===== config.mk =====
export PLATFORM = sky130hd
export DESIGN_NAME = move_to_front_recent_list_top
export DESIGN_NICKNAME = d
export VERILOG_FILES = /design/src/design/mtf_pkg.sv /design/src/design/mtf_ram.sv /design/src/design/mtf_ctrl.sv /design/src/design/move_to_front_recent_list_top.sv
export SDC_FILE = /design/constraint.sdc
export NUM_CORES = 1
export LEC_CHECK = 0
export BUFFER_PORTS_ARGS = -buffer_cell sky130_fd_sc_hd__buf_2
export CORE_ASPECT_RATIO = 0.9
export CORE_MARGIN = 2
export CORE_UTILIZATION = 27
export CTS_CLUSTER_SIZE = 25
export DETAILED_ROUTE_END_ITERATION = 8
export PLACE_DENSITY = 0.39
export REMOVE_ABC_BUFFERS = 1
export SLEW_MARGIN = 5
export SYNTH_ARGS = -nofsm -noshare
export SYNTH_HDL_FRONTEND = slang
export SYNTH_SLANG_ARGS = --single-unit
export TNS_END_PERCENT = 10

===== constraint.sdc =====
create_clock -name clk -period 7.43 [get_ports clk]
set_clock_uncertainty 0.15 [all_clocks]
set_input_delay 0.3715 -clock clk [delete_from_list [all_inputs] [get_ports clk]]
set_output_delay 0.3715 -clock clk [all_outputs]
set_load 0.05 [all_outputs]

===== src/design/mtf_pkg.sv =====
package mtf_pkg;

  localparam int ID_W        = 12;
  localparam int POS_W       = 6;
  localparam int CNT_OUT_W   = 7;
  localparam int CMD_W       = 2;
  localparam int STAT_W      = 2;
  localparam int DEPTH_DEF   = 30;
  localparam int ID_BITS_DEF = 12;

  localparam logic [CMD_W-1:0] CMD_TOUCH = 2'd0;
  localparam logic [CMD_W-1:0] CMD_LOAD  = 2'd1;
  localparam logic [CMD_W-1:0] CMD_READ  = 2'd2;
  localparam logic [CMD_W-1:0] CMD_NOP   = 2'd3;

  localparam logic [STAT_W-1:0] STAT_OK    = 2'd0;
  localparam logic [STAT_W-1:0] STAT_FULL  = 2'd1;
  localparam logic [STAT_W-1:0] STAT_RANGE = 2'd2;

  typedef struct packed {
    logic             we;
    logic [POS_W-1:0] waddr;
    logic [ID_W-1:0]  wdata;
    logic             re;
    logic [POS_W-1:0] raddr;
  } mem_req_t;

  typedef struct packed {
    logic [STAT_W-1:0]    status;
    logic                 was_present;
    logic [POS_W-1:0]     old_position;
    logic [CNT_OUT_W-1:0] entry_count;
    logic                 evicted;
    logic [ID_W-1:0]      evicted_id;
    logic [ID_W-1:0]      read_id;
  } res_t;

endpackage


===== src/design/mtf_ram.sv =====
module mtf_ram import mtf_pkg::*; #(
  parameter int DEPTH = DEPTH_DEF,
  parameter int W     = ID_BITS_DEF
) (
  input  logic            clk,
  input  mem_req_t        req,
  output logic [ID_W-1:0] rdata
);

  localparam int AW = (DEPTH > 1) ? $clog2(DEPTH) : 1;

  logic [W-1:0] mem [DEPTH];
  logic [W-1:0] rdata_r;

  always_ff @(posedge clk) begin
    if (req.we) begin
      mem[req.waddr[AW-1:0]] <= req.wdata[W-1:0];
    end
    if (req.re) begin
      rdata_r <= mem[req.raddr[AW-1:0]];
    end
  end

  assign rdata = ID_W'(rdata_r);

endmodule


===== src/design/mtf_ctrl.sv =====
module mtf_ctrl import mtf_pkg::*; #(
  parameter int DEPTH   = DEPTH_DEF,
  parameter int ID_BITS = ID_BITS_DEF
) (
  input  logic             clk,
  input  logic             rst_n,
  input  logic             in_valid,
  output logic             in_ready,
  input  logic [CMD_W-1:0] in_cmd,
  input  logic [ID_W-1:0]  in_item_id,
  input  logic             in_start_new,
  input  logic [POS_W-1:0] in_position,
  output mem_req_t         mem_req,
  input  logic [ID_W-1:0]  rd_data,
  output logic             res_valid,
  input  logic             res_ready,
  output res_t             res
);

  localparam int CNT_W = $clog2(DEPTH + 1);
  localparam int IDW   = (ID_BITS < ID_W) ? ID_BITS : ID_W;
  localparam logic [ID_W-1:0]  ID_MASK = ID_W'((64'd1 << IDW) - 64'd1);
  localparam logic [CNT_W-1:0] DEPTH_C = CNT_W'(DEPTH);

  typedef enum logic [3:0] {
    S_IDLE = 4'b0001,
    S_RD   = 4'b0010,
    S_WALK = 4'b0100,
    S_FIN  = 4'b1000
  } state_t;

  state_t           state_r, state_nxt;
  logic [CNT_W-1:0] cnt_r, cnt_nxt;
  logic [CNT_W-1:0] i_r, i_nxt;
  logic             rv_r, rv_nxt;
  logic [CNT_W-1:0] wp_r, wp_nxt;
  logic [ID_W-1:0]  carry_r, carry_nxt;
  logic [ID_W-1:0]  id_r, id_nxt;
  logic             found_r, found_nxt;
  logic [POS_W-1:0] oldpos_r, oldpos_nxt;
  res_t             res_r, res_nxt;

  logic [ID_W-1:0]  id_in;
  logic [CNT_W-1:0] load_base;
  logic [CNT_W-1:0] di;

  assign id_in     = in_item_id & ID_MASK;
  assign load_base = in_start_new ? '0 : cnt_r;
  assign di        = i_r - CNT_W'(1);

  assign in_ready  = (state_r == S_IDLE);
  assign res_valid = (state_r == S_FIN);
  assign res       = res_r;

  always_comb begin
    state_nxt  = state_r;
    cnt_nxt    = cnt_r;
    i_nxt      = i_r;
    rv_nxt     = 1'b0;
    wp_nxt     = wp_r;
    carry_nxt  = carry_r;
    id_nxt     = id_r;
    found_nxt  = found_r;
    oldpos_nxt = oldpos_r;
    res_nxt    = res_r;
    mem_req    = '0;

    unique case (state_r)
      S_IDLE: begin
        if (in_valid) begin
          res_nxt             = '0;
          res_nxt.status      = STAT_OK;
          res_nxt.entry_count = CNT_OUT_W'(cnt_r);
          unique case (in_cmd)
            CMD_TOUCH: begin
              id_nxt     = id_in;
              carry_nxt  = id_in;
              wp_nxt     = '0;
              found_nxt  = 1'b0;
              oldpos_nxt = '0;
              i_nxt      = '0;
              if (cnt_r != '0) begin
                mem_req.re    = 1'b1;
                mem_req.raddr = '0;
                i_nxt         = CNT_W'(1);
                rv_nxt        = 1'b1;
              end
              state_nxt = S_WALK;
            end
            CMD_LOAD: begin
              if (load_base < DEPTH_C) begin
                mem_req.we          = 1'b1;
                mem_req.waddr       = POS_W'(load_base);
                mem_req.wdata       = id_in;
                cnt_nxt             = load_base + CNT_W'(1);
                res_nxt.entry_count = CNT_OUT_W'(load_base + CNT_W'(1));
              end else begin
                res_nxt.status = STAT_FULL;
              end
              state_nxt = S_FIN;
            end
            CMD_READ: begin
              if (CNT_OUT_W'(in_position) < CNT_OUT_W'(cnt_r)) begin
                mem_req.re    = 1'b1;
                mem_req.raddr = in_position;
                state_nxt     = S_RD;
              end else begin
                res_nxt.status = STAT_RANGE;
                state_nxt      = S_FIN;
              end
            end
            CMD_NOP: begin
              state_nxt = S_FIN;
            end
            default: begin
              state_nxt = S_FIN;
            end
          endcase
        end
      end

      S_RD: begin
        res_nxt.read_id = rd_data;
        state_nxt       = S_FIN;
      end

      // Reads run one entry ahead; each surviving entry is carried and written
      // back at the write pointer, which never overtakes the read pointer.
      S_WALK: begin
        if (i_r < cnt_r) begin
          mem_req.re    = 1'b1;
          mem_req.raddr = POS_W'(i_r);
          i_nxt         = i_r + CNT_W'(1);
          rv_nxt        = 1'b1;
        end
        if (rv_r) begin
          if (rd_data == id_r) begin
            if (!found_r) begin
              found_nxt  = 1'b1;
              oldpos_nxt = POS_W'(di);
            end
          end else begin
            mem_req.we    = 1'b1;
            mem_req.waddr = POS_W'(wp_r);
            mem_req.wdata = carry_r;
            wp_nxt        = wp_r + CNT_W'(1);
            carry_nxt     = rd_data;
          end
        end else if (i_r >= cnt_r) begin
          res_nxt.was_present  = found_r;
          res_nxt.old_position = oldpos_r;
          if (wp_r < DEPTH_C) begin
            mem_req.we          = 1'b1;
            mem_req.waddr       = POS_W'(wp_r);
            mem_req.wdata       = carry_r;
            cnt_nxt             = wp_r + CNT_W'(1);
            res_nxt.entry_count = CNT_OUT_W'(wp_r + CNT_W'(1));
          end else begin
            // The carried value is the old tail, and it falls off.
            res_nxt.evicted     = 1'b1;
            res_nxt.evicted_id  = carry_r;
            cnt_nxt             = DEPTH_C;
            res_nxt.entry_count = CNT_OUT_W'(DEPTH_C);
          end
          state_nxt = S_FIN;
        end
      end

      S_FIN: begin
        if (res_ready) begin
          state_nxt = S_IDLE;
        end
      end

      default: begin
        state_nxt = S_IDLE;
      end
    endcase
  end

  always_ff @(posedge clk) begin
    if (!rst_n) begin
      state_r <= S_IDLE;
      cnt_r   <= '0;
      rv_r    <= 1'b0;
    end else begin
      state_r <= state_nxt;
      cnt_r   <= cnt_nxt;
      rv_r    <= rv_nxt;
    end
  end

  always_ff @(posedge clk) begin
    i_r      <= i_nxt;
    wp_r     <= wp_nxt;
    carry_r  <= carry_nxt;
    id_r     <= id_nxt;
    found_r  <= found_nxt;
    oldpos_r <= oldpos_nxt;
    res_r    <= res_nxt;
  end

  a_cnt_bound: assert property (@(posedge clk) disable iff (!rst_n)
    cnt_r <= DEPTH_C)
    else $error("entry count exceeds depth");

  a_write_behind_read: assert property (@(posedge clk) disable iff (!rst_n)
    (state_r == S_WALK && rv_r) |-> (wp_r < i_r))
    else $error("compaction write pointer overtook the read pointer");

  a_no_same_addr: assert property (@(posedge clk) disable iff (!rst_n)
    (mem_req.we && mem_req.re) |-> (mem_req.waddr != mem_req.raddr))
    else $error("read and write to the same entry in one cycle");

  a_fin_from_work: assert property (@(posedge clk) disable iff (!rst_n)
    $rose(res_valid) |-> ($past(state_r) == S_IDLE || $past(state_r) == S_RD ||
                          $past(state_r) == S_WALK))
    else $error("result raised without a command in progress");

endmodule


===== src/design/move_to_front_recent_list_top.sv =====
// Most-recently-used list of item identifiers with move-to-front on touch.
// Input channel (in_valid/in_ready) carries one command item: touch, load
// append, read at position, or no operation. Output channel
// (out_valid/out_ready) returns exactly one result item per command.
// The list lives in a single-port-write, single-port-read memory with a
// registered read. A touch walks the current entries once, reading one
// entry per cycle and writing the survivors back closed up behind the
// touched item, which goes to the front. One command is worked on at a
// time; in_ready is high only while no command is in progress, so the
// next command is accepted in the cycle after the result reaches the
// output register.
// The result sits in an output register, so a new command is accepted while
// an earlier result waits for out_ready; if the receiver still stalls when
// the new result is ready, it is held and in_ready stays low.
// Reset empties the list (count zero) and drops any pending result; the
// memory contents are not cleared and need no clearing pass.
module move_to_front_recent_list_top import mtf_pkg::*; #(
  parameter int DEPTH   = DEPTH_DEF,
  parameter int ID_BITS = ID_BITS_DEF
) (
  input  logic                 clk,
  input  logic                 rst_n,
  input  logic                 in_valid,
  output logic                 in_ready,
  input  logic [CMD_W-1:0]     in_cmd,
  input  logic [ID_W-1:0]      in_item_id,
  input  logic                 in_start_new,
  input  logic [POS_W-1:0]     in_position,
  output logic                 out_valid,
  input  logic                 out_ready,
  output logic [STAT_W-1:0]    out_status,
  output logic                 out_was_present,
  output logic [POS_W-1:0]     out_old_position,
  output logic [CNT_OUT_W-1:0] out_entry_count,
  output logic                 out_evicted,
  output logic [ID_W-1:0]      out_evicted_id,
  output logic [ID_W-1:0]      out_read_id
);

  localparam int IDW = (ID_BITS < ID_W) ? ID_BITS : ID_W;

  mem_req_t        mem_req;
  logic [ID_W-1:0] rd_data;
  logic            res_valid;
  logic            res_ready;
  res_t            res;

  logic            out_valid_r;
  res_t            out_res_r;

  mtf_ctrl #(
    .DEPTH   (DEPTH),
    .ID_BITS (ID_BITS)
  ) u_ctrl (
    .clk          (clk),
    .rst_n        (rst_n),
    .in_valid     (in_valid),
    .in_ready     (in_ready),
    .in_cmd       (in_cmd),
    .in_item_id   (in_item_id),
    .in_start_new (in_start_new),
    .in_position  (in_position),
    .mem_req      (mem_req),
    .rd_data      (rd_data),
    .res_valid    (res_valid),
    .res_ready    (res_ready),
    .res          (res)
  );

  mtf_ram #(
    .DEPTH (DEPTH),
    .W     (IDW)
  ) u_ram (
    .clk   (clk),
    .req   (mem_req),
    .rdata (rd_data)
  );

  assign res_ready = !out_valid_r || out_ready;

  always_ff @(posedge clk) begin
    if (!rst_n) begin
      out_valid_r <= 1'b0;
    end else if (res_valid && res_ready) begin
      out_valid_r <= 1'b1;
    end else if (out_ready) begin
      out_valid_r <= 1'b0;
    end
  end

  always_ff @(posedge clk) begin
    if (res_valid && res_ready) begin
      out_res_r <= res;
    end
  end

  assign out_valid        = out_valid_r;
  assign out_status       = out_res_r.status;
  assign out_was_present  = out_res_r.was_present;
  assign out_old_position = out_res_r.old_position;
  assign out_entry_count  = out_res_r.entry_count;
  assign out_evicted      = out_res_r.evicted;
  assign out_evicted_id   = out_res_r.evicted_id;
  assign out_read_id      = out_res_r.read_id;

endmodule


==> flow_metrics.py, run 1 <==
metrics = {
    "outcome": {
        "status": "complete, no violations",
    },
    "timing": {
        "slew_headroom_pct": 16.5,
        "worst_slew_pin_slew_ns": 1.25,
        "rsz0062_at_grt": "no",
        "slew_violations": 0,
        "period_minus_slack_ns": 5.07,
        "holdWs_ns": 0.101,
        "fin_crit_sh_pct": 68.3,
        "setup_violations": 0,
        "fmax_mhz": 197,
        "setup_ws_ns": 2.36,
        "hold_viol_final": 0,
        "final.setup.tns_ns": 0,
    },
    "detailed_routing": {
        "wl_per_cell_um": 24.1,
        "postRouteWirelength_um": 59600,
        "ant_nets": 0,
        "via_count": 12100,
        "first_iter_violations": 1061,
        "dr.pass1.iters": 7,
        "drc": 0,
        "via_per_inst": 4.87,
    },
    "floorplan": {
        "boundaryPins": 68,
        "fp-row-count": 95,
        "start_util_pct": 27.3,
        "fp.dieH_um": 265,
        "die_area_um2": 77900,
        "coreArea_um2": 74800,
        "chipWidth_um": 294,
    },
    "clocking": {
        "cts.path.max_buffers": 3,
        "root_buffer": "clkbuf_16",
        "cts_max_level": 2,
        "numClockSinks": 501,
        "cts.reportedPaths.clkPinSlew_ns": 0.06,
        "cts-resized-gates": 0,
        "worstSkewPairLatency_ns": 0.60,
        "cts_made_buffers": 54,
        "cts_tree": "built",
    },
    "cells_and_area": {
        "antenna_cells": 0,
        "utilization_pct": 31.7,
        "area_growth_pct": 16.1,
        "stdcell_area_um2": 23700,
        "nNetsFinal": 1505,
        "drive_above_1_share_pct": 15.3,
    },
    "placement": {
        "dp_slack_ns": 2.41,
        "dp_hpwl_um": 37900,
        "gp_congestion": 0.791,
        "portBuffers": 65,
        "place_area_um2": 21900,
    },
    "global_routing": {
        "grt_start_max_net_pins": 53,
        "grt-ovfl-total": 0,
        "grt_pass1_vias": 12000,
        "grt_first_pass_wirelength_um": 86600,
        "grtUsageMet2_pct": 24.0,
        "met1_usage_pct": 21.0,
        "met3_usage_pct": 3.46,
        "antenna_found_initial": 0,
        "busiest_layer": "met2",
        "global_route.usage.total_pct": 15.2,
    },
    "pwr": {
        "p_leak_nw": 7.88,
        "power.internal_mw": 4.81,
        "switching_share_pct": 23.8,
        "combPwrFrac_pct": 7.0,
        "p_clk_share_pct": 41.4,
        "pwr-share-seq_pct": 51.6,
        "peakVddDrop_uv": 164,
        "power_switching_mw": 1.51,
        "power_density_nw_per_um2": 266,
    },
    "logic_synthesis": {
        "synth_edf_count": 490,
        "yosysWarnings": 0,
        "ys_seq_area_share_pct": 73.1,
        "synth_seq_cells": 501,
        "synthArstFlopShare_pct": 0,
        "syn_area_um2": 20400,
        "synthCells": 1386,
        "avgSynthCellArea_um2": 14.7,
        "synth_cell_type_count": 68,
        "ys.flop_type": "edfxtp_1",
    },
    "setup_path": {
        "crit_fanout": 15,
        "worstPathArrival_ns": 5.13,
        "critPathCaptureType": "flip-flop",
        "crit_required_ns": 7.48,
        "path_class": "reg -> reg",
        "start_kind": "flip-flop",
    },
    "job": {
        "cap_violations": 0,
    },
    "hold_path": {
        "hold_path_class": "in -> reg",
    },
}
-- routing by layer --
metal,wire [µm],share of wire (%),vias up
li1,-,-,5495
met1,27300,46,6172
met2,27400,46,318
met3,3470,5.8,81
met4,1480,2.5,0
met5,0,0,-
-- cell type report --
type | instances | area, µm²
multi-input cells | 786 | 5160
repair buffers | 106 | 681
clock inverters | 39 | 285
clock buffers | 60 | 1400
well taps | 970 | 1210
flip-flops and latches | 501 | 14900
fillers | 7322 | 51000
inverters | 14 | 57.6
-- power by group through the flow --
| stage | Sequential (mW) | Combinational, mW | Clock, mW |
|---|---|---|---|
| final | 3.26 | 0.442 | 2.61 |
| after global placement | 3.32 | 0.442 | 0 |
| after detailed placement | 3.33 | 0.442 | 0 |
| after global routing | 3.27 | 0.483 | 2.79 |
| after CTS | 3.27 | 0.449 | 2.69 |
| after floorplan | 3.34 | 0.236 | 0 |
-- worst max-delay path, stage by stage, from the launching register on --
cell	delay, ns
dfxtp_1	0.47
inv_1	0.16
ha_1	0.34
a21oi_1	0.18
o21ai_1	0.17
o21ba_2	0.29
a22o_1	0.44
and2_0	0.36
a22oi_1	0.43
nand3b_1	0.57
nor2_1	1.10
-- logic make-up after synthesis --
| group | synth area share, % |
|---|---|
| XOR/XNOR | 1.07 |
| other | 0.0183 |
| flip-flops | 73.1 |
| buffers and inverters | 2.27 |
| adder cells (fa/ha/maj) | 1.04 |
| AO/OA/AOI/OAI | 10.4 |
| AND/OR/NAND/NOR | 8.67 |
| multiplexers | 3.43 |
-- cells in the final DEF (no fill, tap or decap), types with 18 or more instances in the layout --
master,count
buf_4,26
clkinv_1,19
nand2_1,197
buf_2,65
mux2i_1,24
a211oi_1,27
a31oi_1,22
nor2_1,58
o21ai_0,48
a21oi_1,85
and2_1,36
edfxtp_1,490
clkbuf_16,55
nand3_1,18
-- registers in the layout, summed over array words and instances (netlist names), 6 cells and up --
signal / flops
u_ram.rdata: 12
u_ctrl.carry_r: 12
out_entry_count: 6
out_read_id: 12
u_ctrl.id_r: 12
u_ram.mem: 360
out_evicted_id: 12
u_ctrl.res: 39
-- final timing paths --
kind,startpoint,end,slack [ns],cells after the start
setup / recovery,u_ctrl.cnt_r[4]$_SDFFE_PN0P_,u_ram.mem[4][5]$_DFFE_PP_,2.36,10
hold / removal,out_ready,u_ctrl.state_r[1]$_SDFFE_PN0P_,0.10,4
setup reg to reg,u_ctrl.cnt_r[4]$_SDFFE_PN0P_,u_ram.mem[4][5]$_DFFE_PP_,2.36,10
hold reg to reg,u_ctrl.res[4]$_SDFFCE_PN0P_,out_read_id[4]$_DFFE_PP_,0.27,0
-- synthesized netlist by cell type (all sizes together), types with 10 or more instances --
master | number | area share [%]
a211oi | 28 | 1.1
a21boi | 14 | 0.51
a21oi | 86 | 2.1
a22o | 13 | 0.56
a22oi | 13 | 0.65
a31oi | 22 | 0.67
a32oi | 13 | 0.65
and2 | 37 | 1.1
and3 | 17 | 0.52
buf | 34 | 1.0
clkbuf | 53 | 0.97
dfxtp | 11 | 1.1
edfxtp | 490 | 72
ha | 17 | 1.0
inv | 13 | 0.24
mux2i | 24 | 1.2
mux4 | 20 | 2.3
nand2 | 198 | 3.6
nand3 | 18 | 0.44
nand4 | 14 | 0.43
nor2 | 60 | 1.1
nor3 | 11 | 0.32
o21ai | 50 | 1.2
o22a | 10 | 0.43
o311ai | 13 | 0.56
o31ai | 13 | 0.48
xor2 | 17 | 0.73
-- through the flow --
stage | power (mW) | cells
after global routing | 6.55 | 2476
after floorplan | 3.58 | 1301
after CTS | 6.40 | 2476
after global placement | 3.76 | 2363
final | 6.32 | 2476
after detailed placement | 3.77 | 2363
-- what timing repair did --
action / 4_1_cts / 5_1_grt
setup buffers: 0 / 0
hold endpoints to repair: 31 / 0
hold buffers: 14 / 0
Power figures use the tool's default switching activity.
==> run 2, diff against run 1 <==
--- a/config.mk
+++ b/config.mk
@@ -5,6 +5,7 @@
 export SDC_FILE = /design/constraint.sdc
 export NUM_CORES = 1
 export LEC_CHECK = 0
+export ABC_AREA = 1
 export BUFFER_PORTS_ARGS = -buffer_cell sky130_fd_sc_hd__buf_2
 export CORE_ASPECT_RATIO = 0.9
 export CORE_MARGIN = 2
==> constraint.sdc (replaced) <==
create_clock -name clk -period 5.1 [get_ports clk]
set_clock_uncertainty 0.15 [all_clocks]
set_input_delay 0.255 -clock clk [delete_from_list [all_inputs] [get_ports clk]]
set_output_delay 0.255 -clock clk [all_outputs]
set_load 0.05 [all_outputs]
==> run 2 against run 1 <==
First-iteration DRC count is 33% higher. Global-route usage is 0.90 points higher. Sequential power is 44% higher. Area after synthesis is 6.4% higher. Clock-buffer cell count is 9 higher. Critical endpoint is now u_ram.rdata[2]$_DFFE_PP_. Highest routed layer unchanged.
==> flow_metrics.py, run 2 <==
metrics = {
    "placement": {
        "dp_slack_ns": 0.843,
        "gp_congestion": 0.806,
        "place_area_um2": 23500,
        "portBuffers": 65,
        "dp_hpwl_um": 40300,
        "place_inst": 3066,
    },
    "clocking": {
        "cts_made_buffers": 55,
        "post_cts_buffers": 0,
        "numClockSinks": 501,
        "cts.path.max_buffers": 3,
        "worstSkewPairLatency_ns": 0.61,
        "root_buffer": "clkbuf_16",
        "cts.reportedPaths.clkPinSlew_ns": 0.06,
        "hold_buffers": 17,
        "cts-resized-gates": 0,
        "cts_tree": "built",
        "cts_max_level": 2,
    },
    "logic_synthesis": {
        "synth_xor_area_share_pct": 0.564,
        "synth-simple-area-share_pct": 20.8,
        "syn_area_um2": 21700,
        "ys_seq_area_share_pct": 68.7,
        "synth_top_area_share_pct": 67.7,
        "synth_area_leader_cell": "edfxtp_1",
        "synthCells": 1981,
        "synthTopCellsByArea": "edfxtp_1 68%, nand2_1 8.9%, nand3_1 7.3%",
        "yosysWarnings": 0,
        "avgSynthCellArea_um2": 11.0,
        "synth_seq_cells": 501,
        "synth_edf_count": 490,
        "ys.flop_type": "edfxtp_1",
        "synthAdderAreaFrac_pct": 0.978,
        "synth_cell_type_count": 42,
        "synthArstFlopShare_pct": 0,
        "synth_most_common_cell": "nand2_1",
        "synthMuxAreaShare_pct": 0,
        "synth_compound_area_share_pct": 2.81,
        "synth_top_family_by_area": "simple AND/OR/NAND/NOR gates",
        "ys_top_cells_by_count": "518 x nand2_1, 490 x edfxtp_1, 319 x nand3_1",
    },
    "detailed_routing": {
        "via_count": 14900,
        "drc": 0,
        "ant_nets": 0,
        "dr.pass1.iters": 5,
        "wl_per_cell_um": 21.0,
        "postRouteWirelength_um": 67000,
        "first_iter_violations": 1408,
        "via_per_inst": 4.68,
    },
    "timing": {
        "fin_crit_sh_pct": 83.0,
        "worst_slew_pin_slew_ns": 1.05,
        "setup_violations": 0,
        "rsz0062_at_grt": "no",
        "slew_violations": 0,
        "period_minus_slack_ns": 4.23,
        "setup_ws_ns": 0.869,
        "slew_headroom_pct": 29.7,
        "holdWs_ns": 0.0452,
        "hold_viol_final": 0,
        "fmax_mhz": 236,
    },
    "pwr": {
        "combPwrFrac_pct": 6.6,
        "power_switching_mw": 2.15,
        "p_leak_nw": 9.94,
        "switching_share_pct": 23.7,
        "p_clk_share_pct": 41.8,
        "peakVddDrop_uv": 258,
        "pwr-share-seq_pct": 51.7,
        "power.internal_mw": 6.92,
        "power_density_nw_per_um2": 358,
    },
    "hold_path": {
        "whs_path_depth": 3,
        "hold_path_class": "in -> reg",
    },
    "setup_path": {
        "crit_top_cell": "nand2_1",
        "critPathCapture": "u_ram.rdata[2]$_DFFE_PP_",
        "crit_fanout": 141,
        "critPathCaptureType": "flip-flop",
        "path_class": "reg -> reg",
        "rrSetupSlack_ns": 0.87,
        "worstPathArrival_ns": 4.44,
        "crit_slowest_cell": "buf_12",
        "r2r_cells": 14,
        "r2r-end": "u_ram.rdata[2]$_DFFE_PP_",
        "cp-startpoint": "u_ctrl.cnt_r[4]$_SDFFE_PN0P_",
        "path_cells": "inv_1, ha_1, or2_2, a21oi_2, nand4_4, nand2_8, buf_12, nand2_1, nand3_1, nand3_1, nand3_1, nand2_1, nand2_1, nand2_1",
        "r2r_start": "u_ctrl.cnt_r[4]$_SDFFE_PN0P_",
        "start_kind": "flip-flop",
        "crit_required_ns": 5.31,
        "slowest_delay_ns": 0.55,
    },
    "global_routing": {
        "global_route.usage.total_pct": 16.1,
        "grtUsageMet2_pct": 24.2,
        "grt_start_max_net_pins": 142,
        "grt_first_pass_wirelength_um": 99200,
        "busiest_layer": "met2",
        "met3_usage_pct": 3.34,
        "grt_pass1_vias": 14500,
        "grt-ovfl-total": 0,
        "antenna_found_initial": 2,
        "met1_usage_pct": 23.6,
    },
    "floorplan": {
        "fp.dieH_um": 273,
        "start_util_pct": 27.3,
        "boundaryPins": 68,
        "chipWidth_um": 303,
        "fp-row-count": 98,
        "die_area_um2": 82800,
        "coreArea_um2": 79600,
    },
    "cells_and_area": {
        "most-common-layout-cells": "516 x nand2_1, 490 x edfxtp_1, 319 x nand3_1, 217 x inv_1, 107 x nor2_1",
        "fin_cells": 3185,
        "drive_above_1_share_pct": 11.1,
        "nNetsFinal": 2132,
        "nFillCells": 8050,
        "seqCellArea_um2": 14900,
        "area_growth_pct": 16.6,
        "antenna_cells": 0,
        "multi_input_area_um2": 5530,
        "final_common_cell": "nand2_1",
        "stdcell_area_um2": 25300,
        "largest_register_ffs": 360,
    },
    "outcome": {
        "status": "complete, no violations",
    },
    "job": {
        "cap_violations": 0,
    },
}
run 2: changes by cell type after synthesis, moves of 47 or more:
cell and change:
a21oi_1 -58, inv_1 +205, nand2_1 +320, nand3_1 +301, nand3b_1 +47, nor2_1 +48
run 2: cell type report:
cell class                 count  area share [%]
clock buffer                  69            5.80
clock inverter                33           0.854
tap                         1050            5.18
timing repair buffer         151            4.10
multi-input combinational   1159            21.8
inverter                     222            3.29
sequential                   501            58.9
run 2: metrics by stage:
stage	power, mW	setup TNS, ns	utilization, %
after floorplan	5.11	-32.06	-
after detailed placement	5.37	0	29.5
after global placement	5.37	0	29.5
after global routing	9.42	0	31.8
after CTS	9.19	0	31.8
final	9.07	0	31.8
run 2: cell families (layout without fill, tap and decap cells):
group                    count (synthesis)  count (layout)
XOR/XNOR                                14              14
adder cells (fa/ha/maj)                 17              17
AO/OA/AOI/OAI                          101             101
flip-flops                             501             501
other                                    1               3
AND/OR/NAND/NOR                       1024            1024
buffers and inverters                  323             475
run 2: worst min path at each step:
stage / start / endpoint / slack [ns]
after floorplan: rst_n / u_ctrl.state_r[0]$_SDFFE_PN1P_ / 0.20
after global placement: u_ctrl.res[26]$_DFFE_PP_ / out_entry_count[1]$_DFFE_PP_ / 0.25
after detailed placement: u_ctrl.res[24]$_DFFE_PP_ / out_evicted$_DFFE_PP_ / 0.26
after CTS: in_start_new / u_ctrl.res[39]$_DFFE_PP_ / 0.002
after global routing: in_start_new / u_ctrl.res[39]$_DFFE_PP_ / 0.06
final: in_start_new / u_ctrl.res[25]$_DFFE_PP_ / 0.05
run 2: per-layer routing:
metal,share of wire [%],vias to the layer above,wire length [µm]
met5,0,-,0
met4,2.1,0,1410
met3,6.5,82,4360
met2,44,493,29600
met1,47,7343,31700
li1,-,6973,-
run 2: critical path: cells and delay by family, from the launching register on:
family,cells,cell delay [ns]
fa+ha+maj,1,0.19
simple gates,10,2.21
compound gates,1,0.21
buf+inv,2,0.67
flops,1,0.36
run 2: power by group through the flow:
stage / Clock [mW] / Combinational [mW] / Sequential [mW]
6_report: 3.79 / 0.599 / 4.69
5_1_grt: 4.06 / 0.664 / 4.70
4_1_cts: 3.90 / 0.608 / 4.69
3_5_place_dp: 0 / 0.593 / 4.78
3_3_place_gp: 0 / 0.595 / 4.77
2_1_floorplan: 0 / 0.309 / 4.80
==> run 3, diff against run 2 <==
--- a/config.mk
+++ b/config.mk
@@ -5,7 +5,7 @@
 export SDC_FILE = /design/constraint.sdc
 export NUM_CORES = 1
 export LEC_CHECK = 0
-export ABC_AREA = 1
+export ABC_AREA = 0
 export BUFFER_PORTS_ARGS = -buffer_cell sky130_fd_sc_hd__buf_2
 export CORE_ASPECT_RATIO = 0.9
 export CORE_MARGIN = 2
==> constraint.sdc (replaced) <==
create_clock -name clk -period 4.1 [get_ports clk]
set_clock_uncertainty 0.15 [all_clocks]
set_input_delay 0.205 -clock clk [delete_from_list [all_inputs] [get_ports clk]]
set_output_delay 0.205 -clock clk [all_outputs]
set_load 0.05 [all_outputs]
==> run 3 against run 2 <==
Worst hold slack gained 0.12 ns. Largest power group unchanged. Sequential share of layout area increased by 1.7 points. Global-route usage decreased by 1.1 points. Largest cell class unchanged. First-iteration DRC count decreased by 37%. Wire length shrank 12%. Via count down 17%. Combinational power up 54%. Setup slack got worse by 0.80 ns. Sequential power increased by 26%. Die area decreased by 5.9%. Core utilization increased by 1.1 points.
==> flow_metrics.py, run 3 (synthesis gave the netlist of run 1 again) <==
metrics = {
    "cells_and_area": {
        "largest_register_ffs": 360,
        "final_common_cell": "edfxtp_1",
        "utilization_pct": 32.9,
        "nFillCells": 7295,
        "drive_above_1_share_pct": 19.8,
        "area_growth_pct": 20.5,
        "most-common-layout-cells": "490 x edfxtp_1, 197 x nand2_1, 111 x buf_4, 85 x a21oi_1, 65 x buf_2",
        "nNetsFinal": 1605,
    },
    "floorplan": {
        "fp-row-count": 95,
        "boundaryPins": 68,
        "chipWidth_um": 294,
        "start_util_pct": 27.3,
        "coreArea_um2": 74800,
        "fp.dieH_um": 265,
        "die_area_um2": 77900,
    },
    "timing": {
        "worst_slew_pin_slew_ns": 1.10,
        "slew_violations": 0,
        "fin_crit_sh_pct": 98.4,
        "hold_viol_final": 0,
        "slew_headroom_pct": 26.8,
        "period_minus_slack_ns": 4.03,
        "fmax_mhz": 248,
        "rsz0062_at_grt": "yes",
        "setup_violations": 0,
        "setup_ws_ns": 0.0663,
    },
    "setup_path": {
        "critPathCaptureType": "flip-flop",
        "r2r_cells": 11,
        "crit_fanout": 38,
        "start_kind": "flip-flop",
        "path_class": "reg -> reg",
        "crit_required_ns": 4.25,
        "worstPathArrival_ns": 4.18,
    },
    "pwr": {
        "switching_share_pct": 23.5,
        "power_density_nw_per_um2": 469,
        "p_clk_share_pct": 41.0,
        "pwr-share-seq_pct": 51.0,
        "combPwrFrac_pct": 8.0,
        "peakVddDrop_uv": 347,
        "p_leak_nw": 8.44,
        "power.internal_mw": 8.83,
        "power_switching_mw": 2.71,
    },
    "global_routing": {
        "grt_first_pass_wirelength_um": 86700,
        "global_route.usage.total_pct": 15.1,
        "grt-ovfl-total": 0,
        "antenna_found_initial": 0,
        "grt_start_max_net_pins": 48,
        "grt_pass1_vias": 12300,
    },
    "placement": {
        "dp_slack_ns": -0.0218,
        "dp_hpwl_um": 37800,
        "portBuffers": 65,
        "gp_congestion": 0.814,
    },
    "outcome": {
        "status": "complete, no violations",
    },
    "detailed_routing": {
        "via_count": 12400,
        "via_per_inst": 4.80,
        "postRouteWirelength_um": 58800,
        "ant_nets": 0,
        "drc": 0,
        "dr.pass1.iters": 5,
        "wl_per_cell_um": 22.8,
        "first_iter_violations": 888,
    },
    "clocking": {
        "cts_made_buffers": 54,
        "worstSkewPairLatency_ns": 0.61,
        "cts.path.max_buffers": 3,
        "cts.reportedPaths.clkPinSlew_ns": 0.06,
        "numClockSinks": 501,
        "post_cts_buffers": 0,
        "cts_max_level": 2,
        "cts_tree": "built",
        "root_buffer": "clkbuf_16",
    },
    "hold_path": {
        "whs_path_depth": 5,
        "hold_path_class": "in -> reg",
    },
    "job": {
        "cap_violations": 0,
    },
}
run 3: cell types whose count changed in the layout (fill, tap and decap cells not counted), moves of 44 or more:
cell / previous run / this run
nor2_1: 107 / 59
buf_4: 67 / 111
nand3b_1: 48 / 1
a21oi_1: 28 / 85
nand3_1: 319 / 18
nand2_1: 516 / 197
inv_1: 217 / 13
run 3: metrics by stage:
step           power (mW)  area [µm²]  hold WS [ns]  TNS, ns  std cells
2_1_floorplan        6.48       20000         0.154   -57.30       1301
3_3_place_gp         6.91       22700         0.253        0       2457
3_5_place_dp         6.91       22700         0.255   -0.330       2457
4_1_cts              11.7       24600         0.133        0       2576
5_1_grt              12.0       24600         0.195   -0.122       2576
6_report             11.5       24600         0.160        0       2577
run 3: cell type report:
| type | count | area [µm²] | area share [%] |
|---|---|---|---|
| Antenna cell | 1 | 2.50 | 0.0102 |
| Tap cell | 970 | 1210 | 4.93 |
| Sequential cell | 501 | 14900 | 60.6 |
| Clock inverter | 32 | 273 | 1.11 |
| Timing Repair Buffer | 206 | 1550 | 6.29 |
| Multi-Input combinational cell | 786 | 5180 | 21.0 |
| Clock buffer | 67 | 1420 | 5.77 |
| Inverter | 14 | 57.6 | 0.234 |
run 3: path summary, 6_finish.rpt:
check | startpoint | endpoint | slack (ns)
worst max-delay path | u_ctrl.state_r[2]$_SDFFE_PN0P_ | u_ram.rdata[2]$_DFFE_PP_ | 0.07
worst min-delay path | in_position[5] | u_ctrl.state_r[1]$_SDFFE_PN0P_ | 0.16
worst max register to register | u_ctrl.state_r[2]$_SDFFE_PN0P_ | u_ram.rdata[2]$_DFFE_PP_ | 0.07
worst min register to register | u_ctrl.res[25]$_DFFE_PP_ | out_entry_count[0]$_DFFE_PP_ | 0.27
run 3: critical path, stage by stage (launching register included):
cell and delay (ns):
dfxtp_1 0.43, or4b_1 0.63, nor4_1 0.48, buf_4 0.21, buf_4 0.10, a21o_2 0.16
buf_12 0.25, buf_4 0.30, mux4_1 0.33, o22a_1 0.22, o31ai_1 0.15, a22oi_1 0.26
run 3: power groups by stage:
stage	Combinational, mW	Sequential [mW]	Clock [mW]
3_3_place_gp	0.911	5.99	0
6_report	0.921	5.89	4.73
3_5_place_dp	0.910	6.00	0
4_1_cts	0.931	5.89	4.89
5_1_grt	1.00	5.90	5.08
2_1_floorplan	0.428	6.05	0
run 3: repair_timing:
| action | 4_1_cts | 5_1_grt |
|---|---|---|
| endpoints found under the hold margin | 36 | 0 |
| setup endpoints to repair | 24 | 126 |
| hold buffers | 20 | 0 |
| gates resized for setup | 2 | 7 |
| cloned | 0 | 0 |
run 3: layer usage:
| metal | global-route usage (%) | vias to the layer above | part of all wire (%) | routed length, µm |
|---|---|---|---|---|
| met1 | 21.9 | 6329 | 49 | 28700 |
| met3 | 2.42 | 71 | 4.2 | 2460 |
| met2 | 23.4 | 271 | 45 | 26500 |
| li1 | - | 5697 | - | - |
| met5 | 0 | - | 0 | 0 |
| met4 | 3.71 | 0 | 2.0 | 1160 |
